**config.mk**
```make
export PLATFORM = sky130hd
export DESIGN_NAME = swi_front
export DESIGN_NICKNAME = d
export VERILOG_FILES = /design/src/hdl/sort_with_index_top_assert.svh /design/src/hdl/swi_pkg.sv /design/src/hdl/swi_front.sv
export SDC_FILE = /design/constraint.sdc
export NUM_CORES = 1
export LEC_CHECK = 0
export BUFFER_PORTS_ARGS = -buffer_cell sky130_fd_sc_hd__buf_2
export CORE_ASPECT_RATIO = 2
export CORE_UTILIZATION = 52
export CTS_CLUSTER_SIZE = 30
export DETAILED_ROUTE_END_ITERATION = 7
export PLACE_DENSITY = 0.79
export SYNTH_ARGS = -nofsm -noshare
export SYNTH_HDL_FRONTEND = slang
export SYNTH_SLANG_ARGS = --single-unit
export TNS_END_PERCENT = 1
```
**constraint.sdc**
```tcl
create_clock -name clk_i -period 2.9 [get_ports clk_i]
set_input_delay 0.145 -clock clk_i [delete_from_list [all_inputs] [get_ports clk_i]]
set_output_delay 0.145 -clock clk_i [all_outputs]
set_load 0.1 [all_outputs]
```
**src/hdl/sort_with_index_top_assert.svh**
```systemverilog
// Assertion macros for the sort-with-index block
`ifndef SORT_WITH_INDEX_TOP_ASSERT_SVH
`define SORT_WITH_INDEX_TOP_ASSERT_SVH
// Implication checked on every clock edge outside reset
`define SWI_ASSERT_IMP(label, clk, rst_n, ante, cons, msg) \
  label: assert property (@(posedge clk) disable iff (!rst_n) (ante) |-> (cons)) \
    else $error(msg);
// Next-cycle implication checked outside reset
`define SWI_ASSERT_NXT(label, clk, rst_n, ante, cons, msg) \
  label: assert property (@(posedge clk) disable iff (!rst_n) (ante) |=> (cons)) \
    else $error(msg);
`endif

```
**src/hdl/swi_pkg.sv**
```systemverilog
// Package with shared types for the sort-with-index block
`timescale 1ns / 1ps
package swi_pkg;
  localparam int unsigned ValueW = 32;
  localparam int unsigned PosW = 6;

  typedef enum logic [1:0] {
    ST_LOAD,
    ST_SORT,
    ST_EMIT
  } swi_state_e;

  typedef struct packed {
    logic [ValueW-1:0] value;
    logic              last;
  } swi_item_t;
endpackage

```
**src/hdl/swi_front.sv**
```systemverilog
// Front end: two-entry input queue decoupling acceptance from the sorter
`timescale 1ns / 1ps
module swi_front
  import swi_pkg::*;
(
  input  logic             clk_i,
  input  logic             rst_ni,
  input  logic             push_i,
  input  logic [ValueW-1:0] value_i,
  input  logic             last_i,
  output logic             full_o,
  output logic             valid_o,
  output swi_item_t        item_o,
  input  logic             take_i
);
  swi_item_t  buf_q [2];
  logic       wptr_q, rptr_q;
  logic [1:0] cnt_q;
  logic       wr, rd;

  assign full_o  = (cnt_q == 2'd2);
  assign valid_o = (cnt_q != 2'd0);
  assign item_o  = buf_q[rptr_q];
  assign wr = push_i && !full_o;
  assign rd = take_i && valid_o;

  always_ff @(posedge clk_i) begin
    if (wr) begin
      buf_q[wptr_q] <= '{value: value_i, last: last_i};
    end
  end

  always_ff @(posedge clk_i or negedge rst_ni) begin
    if (!rst_ni) begin
      wptr_q <= 1'b0;
      rptr_q <= 1'b0;
      cnt_q  <= 2'd0;
    end else begin
      if (wr) wptr_q <= ~wptr_q;
      if (rd) rptr_q <= ~rptr_q;
      cnt_q <= cnt_q + {1'b0, wr} - {1'b0, rd};
    end
  end
endmodule

```
Word-level counts from Yosys, hierarchy flattened
Memory sizes are Yosys's and may differ from the RTL's.
Cells that the tools add are included.
{"block": "totals", "reg_bits": 4, "latchBits": 0, "mem_bits_rw": 66, "rom_bits": 0, "input_bits": 37, "output_inout_bits": 35, "word_cells": 15, "n_memories": 1}
{"name": "buf_q", "words": 2, "width": 33, "rd": 1, "rd_ports_with_merged_regs": 0, "write_ports": 1, "line_no": "swi_front.sv:16", "rtl": "swi_item_t buf_q [2];"}
{"block": "classes", "add_sub_neg": 2, "mul": 0, "n_div": 0, "magnitude_cmp": 0, "n_eq_ne": 1, "shift": 0, "muxes": 2, "bitwise_logic": 2, "n_reduce_logical": 4}
{"cell": "adder 2 x 1 -> 2 bit", "count": 1}
{"cell": "equality test 2 bit, second input constant", "count": 1}
{"cell": "logical AND 1 bit", "count": 2}
{"cell": "2-to-1 mux 1 bit", "count": 2}
{"cell": "inverter 1 bit", "count": 2}
{"cell": "nonzero test 2 bit", "count": 1}
{"cell": "subtractor 2 x 1 -> 2 bit", "count": 1}
{"cell": "logical NOT 1 bit", "count": 1}

Longest topological paths before layout
{"block": "logic_depth", "depth_word": 5, "mapped_depth": 7, "mapped_depth_nobuf": 7}

Worst setup path before layout
OpenSTA, ideal clock, no wires.
{"block": "synth_path", "kind": "flip-flop to flip-flop", "from": "register cnt_q[1]", "to": "memory buf_q[0][0] (netlist name) (enable)", "setup_ps": 423, "t_arrival_ps": 1984, "t_required_ps": 2477, "setup_slack_ps": 493, "path_stages_with_launch": 4, "n_path_buf": 0, "synth_period_minus_slack_ps": 2407, "path_cell_list": "dfrtp_1 -> nand2b_1 -> nand2_1 -> nor2_1"}
{"block": "synth_via", "elab_chain_len": 5}
{"element": "from (decl)", "line_no": "swi_front.sv:18", "rtl": "logic [1:0] cnt_q;"}
{"element": "from (signal assigned)", "line_no": "swi_front.sv:41", "rtl": "cnt_q <= cnt_q + {1'b0, wr} - {1'b0, rd};"}
{"element": "equality test 2 bit", "line_no": "swi_front.sv:21", "rtl": "assign full_o = (cnt_q == 2'd2);"}
{"element": "logical NOT 1 bit", "line_no": "swi_front.sv:24", "rtl": "assign wr = push_i && !full_o;"}
{"element": "logical AND 1 bit", "line_no": "swi_front.sv:24"}
{"element": "2-to-1 mux 1 bit", "line_no": "swi_front.sv:28", "rtl": "if (wr) begin"}
{"element": "2-to-1 mux 1 bit (not written as such)", "line_no": "swi_front.sv:29", "rtl": "buf_q[wptr_q] <= '{value: value_i, last: last_i};"}
{"element": "to (decl)", "line_no": "swi_front.sv:16"}
No other way between the ends.

==> results.json <==
{
  "yosysUniqueCellTypes": 15,
  "core_area_um2": 4950,
  "final_common_cell": "buf_2",
  "hold_start": "value_i[4]",
  "setup_viol": 0,
  "die_h_um": 104,
  "drt_iter0_markers": 21,
  "finalNetCount": 273,
  "grtUsageTotal_pct": 18.8,
  "final_cell_mix": "71 x buf_2, 66 x edfxtp_1, 32 x dlygate4sd3_1, 29 x mux2_4, 9 x clkbuf_8",
  "critical_path_buf_inv_count": 2,
  "ctsHtreeMaxLevel": 3,
  "antenna_found_initial": 0,
  "synth_seq_area_share_pct": 76.8,
  "required_ns": 2.76,
  "holdPathStages": 1,
  "dieWidth_um": 53.0,
  "hp-class": "input port to flop",
  "cap_violations": 0,
  "drt_wl_total_mm": 4.47,
  "syn_area_um2": 2710,
  "antennaDiodeCount": 0,
  "crit_arrival_ns": 1.94,
  "outcome": "complete, no violations",
  "fin_skew_ns": 0.00457,
  "grt.overflow.total": 0,
  "relSlewSlack_pct": 37.8,
  "insertion_delay_ns": 0.33,
  "cts-buffers-inserted": 9,
  "synthMuxAreaShare_pct": 17.7,
  "vias": 1437,
  "holdPathEnd": "buf_q[1][5]$_DFFE_PP_",
  "wl_per_cell_um": 15.1,
  "cts_tree": "built",
  "synthSimpleGateAreaFrac_pct": 1.29,
  "grt_max_degree": 34,
  "final_max_slew_viol_count": 0,
  "period_minus_slack_ns": 2.08,
  "crit_path_max_fanout": 19,
  "grt_pass1_vias": 1551,
  "synth_top_family_by_area": "multiplexers",
  "layout_setup_ws_ns": 0.817,
  "synth_fp_nets": 160,
  "rsz0062_at_grt": "no",
  "critical_path_class": "flop to output pin",
  "initial_core_util_pct": 54.7,
  "fill_cells": 335,
  "reg2reg_slack_ns": 1.06,
  "tns_ns": 0,
  "route.detailed.drc": 0,
  "ant_nets": 0,
  "reg2reg_to": "buf_q[0][24]$_DFFE_PP_",
  "synthAdderAreaFrac_pct": 0.923,
  "worst_r2r_path_depth": 3,
  "r2r_start": "cnt_q[0]$_DFF_PN0_",
  "worst_setup_path_end_kind": "output pin",
  "ys_warn_count": 0,
  "synth_seq_cells": 70,
  "synthXorXnorAreaFrac_pct": 1.29,
  "syn_avg_cell_area_um2": 22.4,
  "min_period_over_period_pct": 71.8,
  "hold_viol": 0,
  "syn2layout_area_growth_pct": 33.2,
  "critPathSlowestCell": "dfrtp_2",
  "drive_gt1_share_pct": 51.5,
  "critPathTopFamily": "flip-flops",
  "cts_repair_resize_count": 0,
  "first_pass_iters": 4,
  "grt_pass1_wl_mm": 7.05,
  "worstSetupStartpointType": "flop",
  "dp_hpwl_mm": 3.07,
  "die_area_um2": 5520,
  "place_ws_ns": 1.05,
  "io_buffers": 71,
  "syn_inst": 121,
  "synth_compound_area_share_pct": 0,
  "finalWeightedCongestion": 0.653,
  "stdcell_count": 296,
  "root_buffer": "clkbuf_8",
  "fmax_ghz": 0.480,
  "pin_count": 72,
  "tightest_slew_ns": 0.931,
  "via_per_inst": 4.85,
  "clk_path_buf_depth": 2,
  "critPathMaxStageDelay_ns": 0.69,
  "clock_sinks": 70,
  "rows": 36,
  "path_cells": "buf_4, mux2_4, buf_2",
  "path_clk_slew_ns": 0.06,
  "dp_cells": 248
}
==> cell type report <==
type | instances | area (um^2) | share of cell area [%]
inverters | 2 | 7.51 | 0.208
clock buffers | 9 | 124 | 3.43
multi-input cells | 45 | 583 | 16.1
repair buffers | 106 | 711 | 19.7
flip-flops and latches | 70 | 2080 | 57.7
well taps | 57 | 71.3 | 1.98
clock inverters | 7 | 31.3 | 0.866
==> worst max-delay path by stage <==
stage                                  start                     end  slack, ns  depth (start not counted)
final                     rptr_q$_DFFE_PN0P_              item_o[24]       0.82                          3
after global routing      rptr_q$_DFFE_PN0P_              item_o[29]       0.71                          3
after CTS                 rptr_q$_DFFE_PN0P_              item_o[24]       0.78                          3
after detailed placement  cnt_q[0]$_DFF_PN0_  buf_q[0][10]$_DFFE_PP_       1.05                          3
after global placement    rptr_q$_DFFE_PN0P_              item_o[24]       1.17                          3
after floorplan           cnt_q[1]$_DFF_PN0_   buf_q[0][0]$_DFFE_PP_       0.49                          3
==> cell families after synthesis <==
kind of cell             Yosys count
buffers and inverters              6
adder cells (fa/ha/maj)            2
flip-flops                        70
multiplexers                      33
AND/OR/NAND/NOR                    6
XOR/XNOR                           4
==> metrics by stage <==
step / util, % / cell area, um^2 / hold WS, ns
after floorplan: - / 2710 / -0.151
after global placement: 63.3 / 3140 / -0.0499
after detailed placement: 63.3 / 3140 / -0.0424
final: 72.9 / 3610 / 0.0171
after CTS: 72.5 / 3590 / 0.000196
after global routing: 72.9 / 3610 / 0.00240
==> routing by layer <==
metal,vias up,global-route usage [%],wire (um),share of wire (%)
li1,697,-,-,-
met1,669,19.5,1580,35
met2,56,31.4,2490,56
met3,15,7.16,239,5.3
met4,0,9.77,157,3.5
met5,-,0,0,0
==> state kept, by name, indices dropped and copies added, names as in the netlist <==
signal and flops:
buf_q 66, rptr_q 1, wptr_q 1, cnt_q 2
==> cells in the mapped netlist (all sizes together) <==
cell type / n / area [um^2]
nand2: 1 / 3.75
edfxtp: 66 / 1980
or2: 1 / 6.26
inv: 2 / 7.51
buf: 4 / 45.0
nand2b: 1 / 6.26
mux2: 33 / 480
dfrtp: 4 / 100
nor2: 1 / 3.75
ha: 2 / 25.0
xnor2: 3 / 26.3
xor2: 1 / 8.76
and3: 1 / 6.26
and2: 1 / 8.76
==> timing repair <==
| item | 4_1_cts | 5_1_grt |
|---|---|---|
| setup buffers | 0 | 0 |
| hold buffers | 30 | 2 |
| endpoints found under the hold margin | 61 | 3 |
Power is not shown: default switching activity piles up to over one toggle a cycle in this logic, so the estimate is an artifact.
